$ cat src/sv/stl_pkg.sv
// ----------------------------------------------------------------------------
// stl_pkg
// Types, codes and character tables shared by the script token lexer.
// ----------------------------------------------------------------------------
package stl_pkg;

  typedef enum logic [3:0] {
    MODE_IDLE    = 4'd0,
    MODE_SLASH   = 4'd1,
    MODE_OP2     = 4'd2,
    MODE_IDENT   = 4'd3,
    MODE_ZERO    = 4'd4,
    MODE_OCT     = 4'd5,
    MODE_DEC     = 4'd6,
    MODE_HEX     = 4'd7,
    MODE_STR     = 4'd8,
    MODE_ESC     = 4'd9,
    MODE_HEX1    = 4'd10,
    MODE_HEX2    = 4'd11,
    MODE_COMMENT = 4'd12,
    MODE_ERR     = 4'd13
  } mode_e;

  typedef enum logic [3:0] {
    KIND_EOL     = 4'd0,
    KIND_IDENT   = 4'd1,
    KIND_INT     = 4'd2,
    KIND_STR     = 4'd3,
    KIND_DECLARE = 4'd4,
    KIND_TRUE    = 4'd5,
    KIND_FALSE   = 4'd6,
    KIND_AND     = 4'd7,
    KIND_OR      = 4'd8,
    KIND_EQ      = 4'd9,
    KIND_NE      = 4'd10,
    KIND_LE      = 4'd11,
    KIND_GE      = 4'd12,
    KIND_OP      = 4'd13,
    KIND_TEXT    = 4'd14,
    KIND_ERROR   = 4'd15
  } kind_e;

  typedef enum logic [1:0] {
    ERR_NONE     = 2'd0,
    ERR_BAD_CHAR = 2'd1,
    ERR_TOO_LONG = 2'd2,
    ERR_ESCAPE   = 2'd3
  } err_e;

  typedef enum logic [1:0] {
    KW_NONE    = 2'd0,
    KW_DECLARE = 2'd1,
    KW_TRUE    = 2'd2,
    KW_FALSE   = 2'd3
  } kw_e;

  typedef struct packed {
    kind_e       kind;
    logic [7:0]  sym;
    logic [31:0] num;
    err_e        err;
    logic        last;
  } res_t;

  localparam int unsigned TdataW = 48;

  function automatic res_t mk_res(kind_e kind, logic [7:0] sym, logic [31:0] num, err_e err);
    res_t r;
    r.kind = kind;
    r.sym  = sym;
    r.num  = num;
    r.err  = err;
    r.last = 1'b0;
    return r;
  endfunction

  typedef struct packed {
    logic       ok;
    logic [3:0] val;
  } hex_t;

  function automatic hex_t hex_val(logic [7:0] c);
    hex_t h;
    h.ok  = 1'b1;
    h.val = 4'd0;
    if (c >= "0" && c <= "9") h.val = 4'(c - 8'h30);
    else if (c >= "a" && c <= "f") h.val = 4'(c - 8'h57);
    else if (c >= "A" && c <= "F") h.val = 4'(c - 8'h37);
    else h.ok = 1'b0;
    return h;
  endfunction

  function automatic logic is_alpha(logic [7:0] c);
    return (c >= "a" && c <= "z") || (c >= "A" && c <= "Z");
  endfunction

  function automatic logic is_digit(logic [7:0] c);
    return c >= "0" && c <= "9";
  endfunction

  function automatic logic is_space(logic [7:0] c);
    return c == " " || (c >= 8'd9 && c <= 8'd13);
  endfunction

  function automatic logic is_single_op(logic [7:0] c);
    return c == "+" || c == "-" || c == "*" || c == "^" || c == "[" || c == "]" ||
           c == "~" || c == ";" || c == "%" || c == "(" || c == ")" || c == "," ||
           c == ".";
  endfunction

  function automatic logic [7:0] kw_len(kw_e m);
    logic [7:0] n;
    unique case (m)
      KW_DECLARE: n = 8'd7;
      KW_TRUE:    n = 8'd4;
      KW_FALSE:   n = 8'd5;
      default:    n = 8'd0;
    endcase
    return n;
  endfunction

  function automatic logic [7:0] kw_char(kw_e m, logic [2:0] idx);
    logic [7:0] ch;
    ch = 8'd0;
    unique case (m)
      KW_DECLARE: begin
        unique case (idx)
          3'd0: ch = "d";
          3'd1: ch = "e";
          3'd2: ch = "c";
          3'd3: ch = "l";
          3'd4: ch = "a";
          3'd5: ch = "r";
          3'd6: ch = "e";
          default: ch = 8'd0;
        endcase
      end
      KW_TRUE: begin
        unique case (idx)
          3'd0: ch = "t";
          3'd1: ch = "r";
          3'd2: ch = "u";
          3'd3: ch = "e";
          default: ch = 8'd0;
        endcase
      end
      KW_FALSE: begin
        unique case (idx)
          3'd0: ch = "f";
          3'd1: ch = "a";
          3'd2: ch = "l";
          3'd3: ch = "s";
          3'd4: ch = "e";
          default: ch = 8'd0;
        endcase
      end
      default: ch = 8'd0;
    endcase
    return ch;
  endfunction

  function automatic logic [7:0] esc_byte(logic [7:0] c);
    logic [7:0] b;
    unique case (c)
      "a":     b = 8'd7;
      "b":     b = 8'd8;
      "f":     b = 8'd12;
      "n":     b = 8'd10;
      "r":     b = 8'd13;
      "t":     b = 8'd9;
      "v":     b = 8'd11;
      default: b = c;
    endcase
    return b;
  endfunction

endpackage

$ cat src/sv/stl_core.sv
// ----------------------------------------------------------------------------
// stl_core
// Lexer state and per-byte step logic: takes one byte when step_i is high
// and gives up to two tokens in the same cycle.
// ----------------------------------------------------------------------------
module stl_core #(
  parameter int unsigned MAX_IDENT    = 64,
  parameter int unsigned NUMBER_WIDTH = 32
) (
  input  logic          clk_i,
  input  logic          rst_ni,
  input  logic          step_i,
  input  logic [7:0]    char_i,
  output logic [1:0]    res_cnt_o,
  output stl_pkg::res_t res0_o,
  output stl_pkg::res_t res1_o
);

  localparam int unsigned LenW = $clog2(MAX_IDENT + 1);
  localparam int unsigned NW   = NUMBER_WIDTH;

  stl_pkg::mode_e  mode_q, mode_d;
  logic [NW-1:0]   acc_q, acc_d;
  logic [LenW-1:0] len_q, len_d;
  stl_pkg::kw_e    kw_q, kw_d;
  logic [7:0]      pend_q, pend_d;
  logic [3:0]      nib_q, nib_d;

  // start of a new token from the idle mode
  stl_pkg::mode_e  st_mode;
  logic            st_emit;
  stl_pkg::res_t   st_res;
  logic            st_ident, st_zero, st_dec, st_op2;
  stl_pkg::kw_e    st_kw;

  logic [NW+31:0]  acc_ext;
  logic [31:0]     acc_num;
  logic [7:0]      len8;
  logic [3:0]      dig;
  stl_pkg::hex_t   hx;
  logic            run_st;
  logic [1:0]      cnt;
  stl_pkg::res_t   r0, r1, ra;
  stl_pkg::kind_e  id_kind;

  assign acc_ext = {32'd0, acc_q};
  assign acc_num = acc_ext[31:0];
  assign len8    = 8'(len_q);
  assign dig     = 4'(char_i - 8'h30);
  assign hx      = stl_pkg::hex_val(char_i);

  always_comb begin
    st_mode  = stl_pkg::MODE_IDLE;
    st_emit  = 1'b0;
    st_res   = stl_pkg::mk_res(stl_pkg::KIND_EOL, 8'd0, 32'd0, stl_pkg::ERR_NONE);
    st_ident = 1'b0;
    st_zero  = 1'b0;
    st_dec   = 1'b0;
    st_op2   = 1'b0;
    st_kw    = stl_pkg::KW_NONE;
    if (char_i == 8'd0) begin
      st_emit = 1'b1;
    end else if (stl_pkg::is_space(char_i)) begin
      st_mode = stl_pkg::MODE_IDLE;
    end else if (char_i == "/") begin
      st_mode = stl_pkg::MODE_SLASH;
    end else if (char_i == "\"") begin
      st_mode = stl_pkg::MODE_STR;
    end else if (stl_pkg::is_alpha(char_i) || char_i == "_") begin
      st_ident = 1'b1;
      st_mode  = stl_pkg::MODE_IDENT;
      st_emit  = 1'b1;
      st_res   = stl_pkg::mk_res(stl_pkg::KIND_TEXT, char_i, 32'd0, stl_pkg::ERR_NONE);
      if (char_i == "d") st_kw = stl_pkg::KW_DECLARE;
      else if (char_i == "t") st_kw = stl_pkg::KW_TRUE;
      else if (char_i == "f") st_kw = stl_pkg::KW_FALSE;
    end else if (char_i == "0") begin
      st_zero = 1'b1;
      st_mode = stl_pkg::MODE_ZERO;
    end else if (stl_pkg::is_digit(char_i)) begin
      st_dec  = 1'b1;
      st_mode = stl_pkg::MODE_DEC;
    end else if (char_i == "!" || char_i == "<" || char_i == ">" || char_i == "=" ||
                 char_i == "&" || char_i == "|") begin
      st_op2  = 1'b1;
      st_mode = stl_pkg::MODE_OP2;
    end else if (stl_pkg::is_single_op(char_i)) begin
      st_emit = 1'b1;
      st_res  = stl_pkg::mk_res(stl_pkg::KIND_OP, char_i, 32'd0, stl_pkg::ERR_NONE);
    end else begin
      st_emit = 1'b1;
      st_mode = stl_pkg::MODE_ERR;
      st_res  = stl_pkg::mk_res(stl_pkg::KIND_ERROR, 8'd0, 32'd0, stl_pkg::ERR_BAD_CHAR);
    end
  end

  always_comb begin
    mode_d  = mode_q;
    acc_d   = acc_q;
    len_d   = len_q;
    kw_d    = kw_q;
    pend_d  = pend_q;
    nib_d   = nib_q;
    run_st  = 1'b0;
    cnt     = 2'd0;
    ra      = stl_pkg::mk_res(stl_pkg::KIND_EOL, 8'd0, 32'd0, stl_pkg::ERR_NONE);
    r0      = ra;
    r1      = ra;
    id_kind = stl_pkg::KIND_IDENT;
    if (kw_q != stl_pkg::KW_NONE && len8 == stl_pkg::kw_len(kw_q)) begin
      unique case (kw_q)
        stl_pkg::KW_DECLARE: id_kind = stl_pkg::KIND_DECLARE;
        stl_pkg::KW_TRUE:    id_kind = stl_pkg::KIND_TRUE;
        default:             id_kind = stl_pkg::KIND_FALSE;
      endcase
    end

    unique case (mode_q)
      stl_pkg::MODE_SLASH: begin
        if (char_i == "/") begin
          mode_d = stl_pkg::MODE_COMMENT;
        end else begin
          cnt    = 2'd1;
          r0     = stl_pkg::mk_res(stl_pkg::KIND_OP, "/", 32'd0, stl_pkg::ERR_NONE);
          run_st = 1'b1;
        end
      end
      stl_pkg::MODE_OP2: begin
        cnt = 2'd1;
        if (char_i == "=" && pend_q == "!") begin
          r0     = stl_pkg::mk_res(stl_pkg::KIND_NE, 8'd0, 32'd0, stl_pkg::ERR_NONE);
          mode_d = stl_pkg::MODE_IDLE;
        end else if (char_i == "=" && pend_q == "<") begin
          r0     = stl_pkg::mk_res(stl_pkg::KIND_LE, 8'd0, 32'd0, stl_pkg::ERR_NONE);
          mode_d = stl_pkg::MODE_IDLE;
        end else if (char_i == "=" && pend_q == ">") begin
          r0     = stl_pkg::mk_res(stl_pkg::KIND_GE, 8'd0, 32'd0, stl_pkg::ERR_NONE);
          mode_d = stl_pkg::MODE_IDLE;
        end else if (char_i == "=" && pend_q == "=") begin
          r0     = stl_pkg::mk_res(stl_pkg::KIND_EQ, 8'd0, 32'd0, stl_pkg::ERR_NONE);
          mode_d = stl_pkg::MODE_IDLE;
        end else if (char_i == "&" && pend_q == "&") begin
          r0     = stl_pkg::mk_res(stl_pkg::KIND_AND, 8'd0, 32'd0, stl_pkg::ERR_NONE);
          mode_d = stl_pkg::MODE_IDLE;
        end else if (char_i == "|" && pend_q == "|") begin
          r0     = stl_pkg::mk_res(stl_pkg::KIND_OR, 8'd0, 32'd0, stl_pkg::ERR_NONE);
          mode_d = stl_pkg::MODE_IDLE;
        end else begin
          r0     = stl_pkg::mk_res(stl_pkg::KIND_OP, pend_q, 32'd0, stl_pkg::ERR_NONE);
          run_st = 1'b1;
        end
      end
      stl_pkg::MODE_IDENT: begin
        cnt = 2'd1;
        if (stl_pkg::is_alpha(char_i) || stl_pkg::is_digit(char_i) || char_i == "_") begin
          if (len_q >= LenW'(MAX_IDENT)) begin
            r0     = stl_pkg::mk_res(stl_pkg::KIND_ERROR, 8'd0, 32'd0,
                                     stl_pkg::ERR_TOO_LONG);
            mode_d = stl_pkg::MODE_ERR;
          end else begin
            if (kw_q != stl_pkg::KW_NONE &&
                (len8 >= stl_pkg::kw_len(kw_q) ||
                 stl_pkg::kw_char(kw_q, len8[2:0]) != char_i)) begin
              kw_d = stl_pkg::KW_NONE;
            end
            len_d = len_q + LenW'(1);
            r0    = stl_pkg::mk_res(stl_pkg::KIND_TEXT, char_i, 32'd0, stl_pkg::ERR_NONE);
          end
        end else begin
          r0     = stl_pkg::mk_res(id_kind, 8'd0, 32'd0, stl_pkg::ERR_NONE);
          run_st = 1'b1;
        end
      end
      stl_pkg::MODE_ZERO, stl_pkg::MODE_OCT: begin
        if (mode_q == stl_pkg::MODE_ZERO && char_i == "x") begin
          acc_d  = '0;
          mode_d = stl_pkg::MODE_HEX;
        end else if (char_i >= "0" && char_i <= "7") begin
          acc_d  = (acc_q << 3) + NW'(dig);
          mode_d = stl_pkg::MODE_OCT;
        end else begin
          cnt    = 2'd1;
          r0     = stl_pkg::mk_res(stl_pkg::KIND_INT, 8'd0, acc_num, stl_pkg::ERR_NONE);
          run_st = 1'b1;
        end
      end
      stl_pkg::MODE_DEC: begin
        if (stl_pkg::is_digit(char_i)) begin
          acc_d = (acc_q << 3) + (acc_q << 1) + NW'(dig);
        end else begin
          cnt    = 2'd1;
          r0     = stl_pkg::mk_res(stl_pkg::KIND_INT, 8'd0, acc_num, stl_pkg::ERR_NONE);
          run_st = 1'b1;
        end
      end
      stl_pkg::MODE_HEX: begin
        if (hx.ok) begin
          acc_d = (acc_q << 4) + NW'(hx.val);
        end else begin
          cnt    = 2'd1;
          r0     = stl_pkg::mk_res(stl_pkg::KIND_INT, 8'd0, acc_num, stl_pkg::ERR_NONE);
          run_st = 1'b1;
        end
      end
      stl_pkg::MODE_STR: begin
        if (char_i == 8'd0) begin
          cnt    = 2'd2;
          r0     = stl_pkg::mk_res(stl_pkg::KIND_STR, 8'd0, 32'd0, stl_pkg::ERR_NONE);
          mode_d = stl_pkg::MODE_IDLE;
        end else if (char_i == "\"") begin
          cnt    = 2'd1;
          r0     = stl_pkg::mk_res(stl_pkg::KIND_STR, 8'd0, 32'd0, stl_pkg::ERR_NONE);
          mode_d = stl_pkg::MODE_IDLE;
        end else if (char_i == "\\") begin
          mode_d = stl_pkg::MODE_ESC;
        end else begin
          cnt = 2'd1;
          r0  = stl_pkg::mk_res(stl_pkg::KIND_TEXT, char_i, 32'd0, stl_pkg::ERR_NONE);
        end
      end
      stl_pkg::MODE_ESC: begin
        if (char_i == 8'd0) begin
          cnt    = 2'd2;
          r0     = stl_pkg::mk_res(stl_pkg::KIND_ERROR, 8'd0, 32'd0, stl_pkg::ERR_ESCAPE);
          mode_d = stl_pkg::MODE_IDLE;
        end else if (char_i == "x") begin
          mode_d = stl_pkg::MODE_HEX1;
        end else begin
          cnt    = 2'd1;
          r0     = stl_pkg::mk_res(stl_pkg::KIND_TEXT, stl_pkg::esc_byte(char_i), 32'd0,
                                   stl_pkg::ERR_NONE);
          mode_d = stl_pkg::MODE_STR;
        end
      end
      stl_pkg::MODE_HEX1, stl_pkg::MODE_HEX2: begin
        cnt = 2'd1;
        if (hx.ok && mode_q == stl_pkg::MODE_HEX1) begin
          cnt    = 2'd0;
          nib_d  = hx.val;
          mode_d = stl_pkg::MODE_HEX2;
        end else if (hx.ok) begin
          r0     = stl_pkg::mk_res(stl_pkg::KIND_TEXT, {nib_q, hx.val}, 32'd0,
                                   stl_pkg::ERR_NONE);
          mode_d = stl_pkg::MODE_STR;
        end else begin
          r0 = stl_pkg::mk_res(stl_pkg::KIND_ERROR, 8'd0, 32'd0, stl_pkg::ERR_ESCAPE);
          if (char_i == 8'd0) begin
            cnt    = 2'd2;
            mode_d = stl_pkg::MODE_IDLE;
          end else begin
            mode_d = stl_pkg::MODE_ERR;
          end
        end
      end
      stl_pkg::MODE_COMMENT, stl_pkg::MODE_ERR: begin
        if (char_i == 8'd0) begin
          cnt    = 2'd1;
          r0     = ra;
          mode_d = stl_pkg::MODE_IDLE;
        end
      end
      default: begin
        run_st = 1'b1;
      end
    endcase

    if (run_st) begin
      mode_d = st_mode;
      if (st_ident) begin
        len_d = LenW'(1);
        kw_d  = st_kw;
      end
      if (st_zero) acc_d = '0;
      if (st_dec) acc_d = NW'(dig);
      if (st_op2) pend_d = char_i;
      if (st_emit) begin
        if (cnt == 2'd0) r0 = st_res;
        else r1 = st_res;
        cnt = cnt + 2'd1;
      end
    end

    if (cnt == 2'd2) r1.last = 1'b1;
    else r0.last = 1'b1;
  end

  assign res_cnt_o = cnt;
  assign res0_o    = r0;
  assign res1_o    = r1;

  always_ff @(posedge clk_i or negedge rst_ni) begin
    if (!rst_ni) begin
      mode_q <= stl_pkg::MODE_IDLE;
      acc_q  <= '0;
      len_q  <= '0;
      kw_q   <= stl_pkg::KW_NONE;
      pend_q <= 8'd0;
      nib_q  <= 4'd0;
    end else if (step_i) begin
      mode_q <= mode_d;
      acc_q  <= acc_d;
      len_q  <= len_d;
      kw_q   <= kw_d;
      pend_q <= pend_d;
      nib_q  <= nib_d;
    end
  end

endmodule

$ cat src/sv/script_token_lexer.sv
// ----------------------------------------------------------------------------
// script_token_lexer
// Streaming lexer for C-style script lines: one byte in, zero to two tokens
// out, with a byte register in front and a four-entry token queue behind.
//
//   channel   dir  tdata                                    tuser       tlast
//   s_axis    in   char_code[7:0]                           -           -
//   m_axis    out  symbol[7:0] number[39:8] error_code[41:40] token_kind  last
//
// a byte is lexed from the byte register once the queue has room for two tokens,
// one byte per cycle while it has; a byte giving two tokens holds the output for
// two beats; the token queue's free space gates the lexer step
// reset returns to idle between tokens with an empty queue
// either side may stall at any time without loss
// ----------------------------------------------------------------------------
module script_token_lexer #(
  parameter int unsigned MAX_IDENT    = 64,
  parameter int unsigned NUMBER_WIDTH = 32
) (
  input  logic                       clk_i,
  input  logic                       rst_ni,
  input  logic                       s_axis_tvalid,
  output logic                       s_axis_tready,
  input  logic [7:0]                 s_axis_tdata,   // char_code
  output logic                       m_axis_tvalid,
  input  logic                       m_axis_tready,
  output logic [stl_pkg::TdataW-1:0] m_axis_tdata,   // symbol, number, error_code
  output logic [3:0]                 m_axis_tuser,   // token_kind
  output logic                       m_axis_tlast
);

  logic          in_vld_q;
  logic [7:0]    in_char_q;
  logic          step;
  logic          pop;
  logic [1:0]    res_cnt;
  stl_pkg::res_t res0, res1;
  stl_pkg::res_t fifo_q [4];
  logic [1:0]    wr_ptr_q, rd_ptr_q;
  logic [2:0]    cnt_q;
  logic [1:0]    push_n;
  stl_pkg::res_t head;

  assign step          = in_vld_q && (cnt_q <= 3'd2);
  assign s_axis_tready = !in_vld_q || step;
  assign push_n        = step ? res_cnt : 2'd0;
  assign pop           = m_axis_tvalid && m_axis_tready;

  always_ff @(posedge clk_i or negedge rst_ni) begin
    if (!rst_ni) begin
      in_vld_q <= 1'b0;
    end else if (s_axis_tvalid && s_axis_tready) begin
      in_vld_q <= 1'b1;
    end else if (step) begin
      in_vld_q <= 1'b0;
    end
  end

  always_ff @(posedge clk_i) begin
    if (s_axis_tvalid && s_axis_tready) begin
      in_char_q <= s_axis_tdata;
    end
  end

  stl_core #(
    .MAX_IDENT    (MAX_IDENT),
    .NUMBER_WIDTH (NUMBER_WIDTH)
  ) u_core (
    .clk_i     (clk_i),
    .rst_ni    (rst_ni),
    .step_i    (step),
    .char_i    (in_char_q),
    .res_cnt_o (res_cnt),
    .res0_o    (res0),
    .res1_o    (res1)
  );

  // token queue
  always_ff @(posedge clk_i) begin
    if (push_n != 2'd0) fifo_q[wr_ptr_q] <= res0;
    if (push_n == 2'd2) fifo_q[wr_ptr_q + 2'd1] <= res1;
  end

  always_ff @(posedge clk_i or negedge rst_ni) begin
    if (!rst_ni) begin
      wr_ptr_q <= 2'd0;
      rd_ptr_q <= 2'd0;
      cnt_q    <= 3'd0;
    end else begin
      wr_ptr_q <= wr_ptr_q + push_n;
      rd_ptr_q <= rd_ptr_q + {1'b0, pop};
      cnt_q    <= cnt_q + {1'b0, push_n} - {2'b00, pop};
    end
  end

  assign head          = fifo_q[rd_ptr_q];
  assign m_axis_tvalid = cnt_q != 3'd0;
  assign m_axis_tdata  = {6'd0, head.err, head.num, head.sym};
  assign m_axis_tuser  = head.kind;
  assign m_axis_tlast  = head.last;

endmodule

$ cat config.mk
export PLATFORM = sky130hd
export DESIGN_NAME = script_token_lexer
export DESIGN_NICKNAME = d
export VERILOG_FILES = /design/src/sv/stl_pkg.sv /design/src/sv/stl_core.sv /design/src/sv/script_token_lexer.sv
export SDC_FILE = /design/constraint.sdc
export NUM_CORES = 1
export LEC_CHECK = 0
export ABC_CLOCK_PERIOD_IN_PS = 13100
export BUFFER_PORTS_ARGS = -buffer_cell sky130_fd_sc_hd__buf_4
export CORE_ASPECT_RATIO = 0.6
export CORE_MARGIN = 2
export CORE_UTILIZATION = 55
export DETAILED_ROUTE_END_ITERATION = 16
export PLACE_DENSITY = 0.69
export SLEW_MARGIN = 20
export SYNTH_ARGS = -nofsm -noshare
export SYNTH_HDL_FRONTEND = slang
export SYNTH_SLANG_ARGS = --single-unit
$ cat constraint.sdc
create_clock -name clk_i -period 13.1 [get_ports clk_i]
set_input_delay 0.655 -clock clk_i [delete_from_list [all_inputs] [get_ports clk_i]]
set_output_delay 0.655 -clock clk_i [all_outputs]
set_load 0.03 [all_outputs]
Word-level counts from Yosys, hierarchy flattened
Memories as Yosys holds them, arrays and structs flattened.
Cells that the tools add are included.
{ "totals": {"ff_bits": 73, "ramBits": 188, "word_cells": 362, "memories": 1} }
{ "op_classes": {"addsub": 14, "order_cmp": 14, "eq_ne": 73, "muxes": 187, "n_reduce_logical": 62} }
{ "memory_table": {"columns": ["memory", "words", "width", "read_ports", "rd_ports_with_merged_regs", "wr", "line", "source"], "rows": [
  ["fifo_q", 4, 47, 1, 0, 2, "script_token_lexer.sv:38", "stl_pkg::res_t fifo_q [4];"]
]} }
{ "op_table": {"columns": ["cell", "n"], "rows": [
  ["2-to-1 mux 47 bit", 28],
  ["one-hot mux 47 bit (9 select lines)", 1],
  ["2-to-1 mux 32 bit", 7],
  ["== test 8 x 6 -> 1 bit, second input constant", 23],
  ["2-to-1 mux 45 bit", 4],
  ["== test 8 x 7 -> 1 bit, second input constant", 17],
  ["2-to-1 mux 4 bit", 33],
  ["adder 32 x 4 -> 32 bit", 3],
  ["one-hot mux 32 bit (3 select lines)", 1],
  ["2-to-1 mux 44 bit", 2],
  ["2-to-1 mux 1 bit", 64],
  ["one-hot mux 8 bit (7 select lines)", 1],
  ["2-to-1 mux 2 bit", 25],
  ["2-to-1 mux 8 bit", 6],
  ["2-to-1 mux 46 bit", 1],
  ["one-hot mux 7 bit (6 select lines)", 1],
  ["2-to-1 mux 7 bit", 5],
  ["one-hot mux 7 bit (5 select lines)", 1],
  ["adder 32 bit", 1],
  ["less-or-equal comparator 8 x 7 -> 1 bit, second input constant", 4],
  ["one-hot mux 4 bit (8 select lines)", 1],
  ["one-hot mux 7 bit (4 select lines)", 1],
  ["== test 4 bit, second input constant", 6],
  ["logical OR 1 bit", 24],
  ["other kinds (47)", 90]
]} }

Logic depth before layout (Yosys ltp)
{ "depth": {"word_depth": 26, "ltp_mapped": 19, "mapped_depth_nobuf": 16} }

Cells and area by module
A second synthesis with hierarchy kept.
{ "hier_totals": {"cells_unflattened": 1677, "area_unflattened_um2": 18839.3} }
{ "modules_own_cells": {"columns": ["mod", "n_inst", "cells_per_inst", "area_per_inst_um2", "seq_area_each_um2"], "rows": [
  ["script_token_lexer", 1, 522, 10209.8, 6085.8],
  ["stl_core", 1, 1155, 8629.5, 1426.4]
]} }

Worst setup path after synthesis
OpenSTA, ideal clock, no wires.
{ "synth_path": {"path_type": "flip-flop to flip-flop", "from": "reg in_char_q[1]", "to": "mem fifo_q[3][0] (netlist bit) (enable)", "t_arrival_ns": 4.039, "required_time_ns": 12.739, "path_slack_ns": 8.700, "stages_incl_launch_ff": 19, "path_buffers": 4, "synth_period_minus_slack_ns": 4.400, "path_cell_list": "edfxtp_1 > clkbuf_1 > inv_1 > ha_1 > clkbuf_1 > nand2_1 > nor4_1 > o32ai_1 > a211o_1 > or3_4 > inv_1 > ha_1 > inv_1 > o31ai_1 > mux2i_4 > or2_2 > buf_4 > buf_2 > nand2_1"} }
{ "synth_rtl": {"columns": ["element", "line", "source"], "rows": [
  ["from (decl)", "script_token_lexer.sv:33", "logic [7:0] in_char_q;"],
  ["from (signal assigned)", "script_token_lexer.sv:61", "in_char_q <= s_axis_tdata;"],
  ["to (decl)", "script_token_lexer.sv:38", null]
]} }

==> flow_summary.json <==
{
  "status": "finished clean",
  "grt_max_degree": 97,
  "place_congestion": 0.968,
  "required_ns": 13.37,
  "core_mm2": 0.0310,
  "h-tree-depth": 1,
  "drt-initial-drc-count": 2246,
  "clock_latency_ns": 0.57,
  "antennaDiodeCount": 0,
  "overflow": 0,
  "hold_path.class": "input port to asynchronous set/reset pin",
  "drv_cap": 0,
  "power_leakage_nw": 6.77,
  "syn_area_per_cell_um2": 9.15,
  "synthCells": 1888,
  "rows": 50,
  "fin_crit_ns": 6.82,
  "hpwl_mm": 37.9,
  "yosys-top-cells-count": "nor3_1, nand2_1, dfxtp_1",
  "die_w_um": 233,
  "synth_edf_count": 64,
  "cts.clk_slew.worst_paths_ns": 0.07,
  "crit_path_end_kind": "flop",
  "postCtsSetupBuffers": 0,
  "maxSlewViolCount": 0,
  "synth_top_area_share_pct": 15.3,
  "synthTopCellsByArea": "dfxtp_1, edfxtp_1, dfrtp_1",
  "dieArea_mm2": 0.0329,
  "antenna_found_initial": 0,
  "ys_async_sr_fraction_pct": 24.9,
  "final.period_utilization_pct": 52.0,
  "tritoncts": "yes",
  "cts_resized": 0,
  "cp_data_arrival_time_ns": 7.09,
  "startpoint_type": "flop",
  "final_antenna_net_count": 0,
  "first_global_vias": 14519,
  "drive_above_1_share_pct": 15.3,
  "synth_top_cell_by_area": "dfxtp_1",
  "relSlewSlack_pct": 30.3,
  "synth_most_common_cell": "nor3_1",
  "cts.sinks": 261,
  "fmax_mhz": 147,
  "first_pass_iters": 6,
  "area_growth_pct": 7.47,
  "die_y_um": 141,
  "io_pins": 67,
  "ys_seq_elements": 261,
  "syn_area_mm2": 0.0173,
  "cts-root-buf": "clkbuf_16",
  "critical_path_class": "flop to flop",
  "cts_buffers": 25,
  "track_usage_pct": 33.8,
  "via_per_inst": 7.02,
  "yosysSeqAreaShare_pct": 35.8,
  "vias": 15937,
  "crit_path_max_incr_delay_ns": 0.76,
  "critPathSlowestCell": "buf_4",
  "ys_types": 91,
  "grt_first_pass_wirelength_mm": 86.5,
  "wl_per_cell_um": 24.8,
  "synth-warning-count": 0,
  "route.detailed.drc": 0,
  "io_buffers": 60,
  "tns_ns": 0,
  "hold_violations": 0,
  "synth_top_flop_cell": "dfxtp_1",
  "worst_pin_slew_ns": 1.03,
  "wl_mm": 56.4,
  "power_density_mw_per_mm2": 307,
  "crit_fanout": 96,
  "hold_buffers": 0,
  "crit_chain": "inv_1, ha_1, or3b_2, nor2_1, a211oi_1, a211o_1, or3_4, inv_1, ha_1, inv_1, o31ai_1, mux2i_4, clkbuf_16, buf_4, or2_2, buf_4, o21ai_0",
  "rsz0062_at_grt": "no",
  "fin_total_pwr_mw": 5.70,
  "finalClockSkew_ns": 0.0257,
  "irDropWorstVdd_mv": 0.223,
  "cpMostUsedCell": "inv_1",
  "nNetsFinal": 1937,
  "finalSetupViolations": 0,
  "start_util_pct": 55.7,
  "cts_buffer_depth": 3
}
## metrics by stage
stage	instances	setup WS [ns]	hold WS (ns)	utilization, %	cell area, um2
after floorplan	1893	8.70	0.359	-	17300
after global placement	2227	6.35	0.451	57.3	17800
after detailed placement	2227	6.11	0.458	57.3	17800
after CTS	2270	6.10	0.245	59.8	18500
after global routing	2271	5.91	0.248	59.8	18600
final	2271	6.28	0.222	59.8	18600
## metal layers
layer	GRT usage, %	wire [um]
met4	5.23	734
met5	0	0
met1	53.5	26000
met3	11.7	7450
met2	44.2	22300
## path summary, 6_finish.rpt
kind	slack, ns	from	to	cells past startpoint
max	6.28	in_char_q[0]$_DFFE_PP_	fifo_q[1][46]$_DFFE_PP_	17
min	0.22	rst_ni	wr_ptr_q[1]$_DFF_PN0_	1
max reg2reg	6.28	in_char_q[0]$_DFFE_PP_	fifo_q[1][46]$_DFFE_PP_	17
min reg2reg	0.47	fifo_q[3][10]$_SDFFE_PP0P_	fifo_q[3][10]$_SDFFE_PP0P_	1
max in group asynchronous	12.23	rst_ni	rd_ptr_q[1]$_DFF_PN0_	1
min in group clk_i	0.26	s_axis_tdata[5]	in_char_q[5]$_DFFE_PP_	1
## cell usage in the layout (no fill, tap or decap), types with 10 or more instances in the layout
| cell | n |
|---|---|
| nor3_1 | 174 |
| nand2_1 | 140 |
| dfxtp_1 | 132 |
| nor2_1 | 106 |
| o21ai_0 | 92 |
| buf_4 | 92 |
| a21oi_1 | 84 |
| ha_1 | 83 |
| a31o_1 | 71 |
| a31o_2 | 64 |
| edfxtp_1 | 64 |
| dfrtp_1 | 63 |
| mux4_2 | 47 |
| o22ai_1 | 47 |
| nand3_1 | 45 |
| xnor2_1 | 38 |
| inv_1 | 37 |
| clkbuf_16 | 27 |
| nand4_1 | 21 |
| a221oi_1 | 21 |
| nand2b_1 | 20 |
| a31oi_1 | 20 |
| xor2_1 | 20 |
| a211oi_1 | 19 |
| nor2b_1 | 15 |
| and2_1 | 15 |
| and3_1 | 14 |
| or3_1 | 11 |
| a21o_1 | 11 |
| o21a_1 | 11 |
| nor4_1 | 10 |
| o211ai_1 | 10 |
| o31ai_1 | 10 |
| a2111oi_0 | 10 |
| clkbuf_1 | 10 |
## kinds of logic after synthesis
| family | count (synthesis) | share of synthesized area [%] |
|---|---|---|
| DFF | 261 | 35.8 |
| muxes | 62 | 7.13 |
| xor gates and xnor gates | 58 | 2.94 |
| other | 1 | 0.0217 |
| adders and majority gates | 86 | 6.36 |
| and+or+nand+nor | 626 | 18.0 |
| AOI/OAI and AO/OA | 581 | 24.4 |
| buffers and inverters | 213 | 5.35 |
## registers in the layout, summed over array words and instances (netlist names)
signal          count
wr_ptr_q            2
rd_ptr_q            2
cnt_q               3
in_vld_q            1
in_char_q           8
u_core.mode_q       4
u_core.nib_q        4
fifo_q            188
u_core.len_q        7
u_core.pend_q       8
u_core.kw_q         2
u_core.acc_num     32
## power by group
part           leakage (nW)  switching [mW]  internal (mW)
Sequential             2.46           0.311           1.09
Combinational          3.94            2.31           1.28
Clock                 0.368           0.328          0.380
Total                  6.77            2.95           2.75
## worst max-delay path: cells and delay by family (launching register included)
family	cells	cell delay (ns)
AO/OA/AOI/OAI	4	0.85
adder cells (fa/ha/maj)	2	0.82
buffers and inverters	6	1.95
flip-flops	1	0.64
multiplexers	1	0.35
AND/OR/NAND/NOR	4	1.83
## area by class of cell
class	instances	area (um2)
clock buffer	39	721
clock inverter	4	37.5
inverter	39	146
multi-input combinational	1419	10200
tap	416	520
sequential	261	6190
fill	2736	12500
timing repair buffer	93	716
Power figures use the tool's default switching activity.
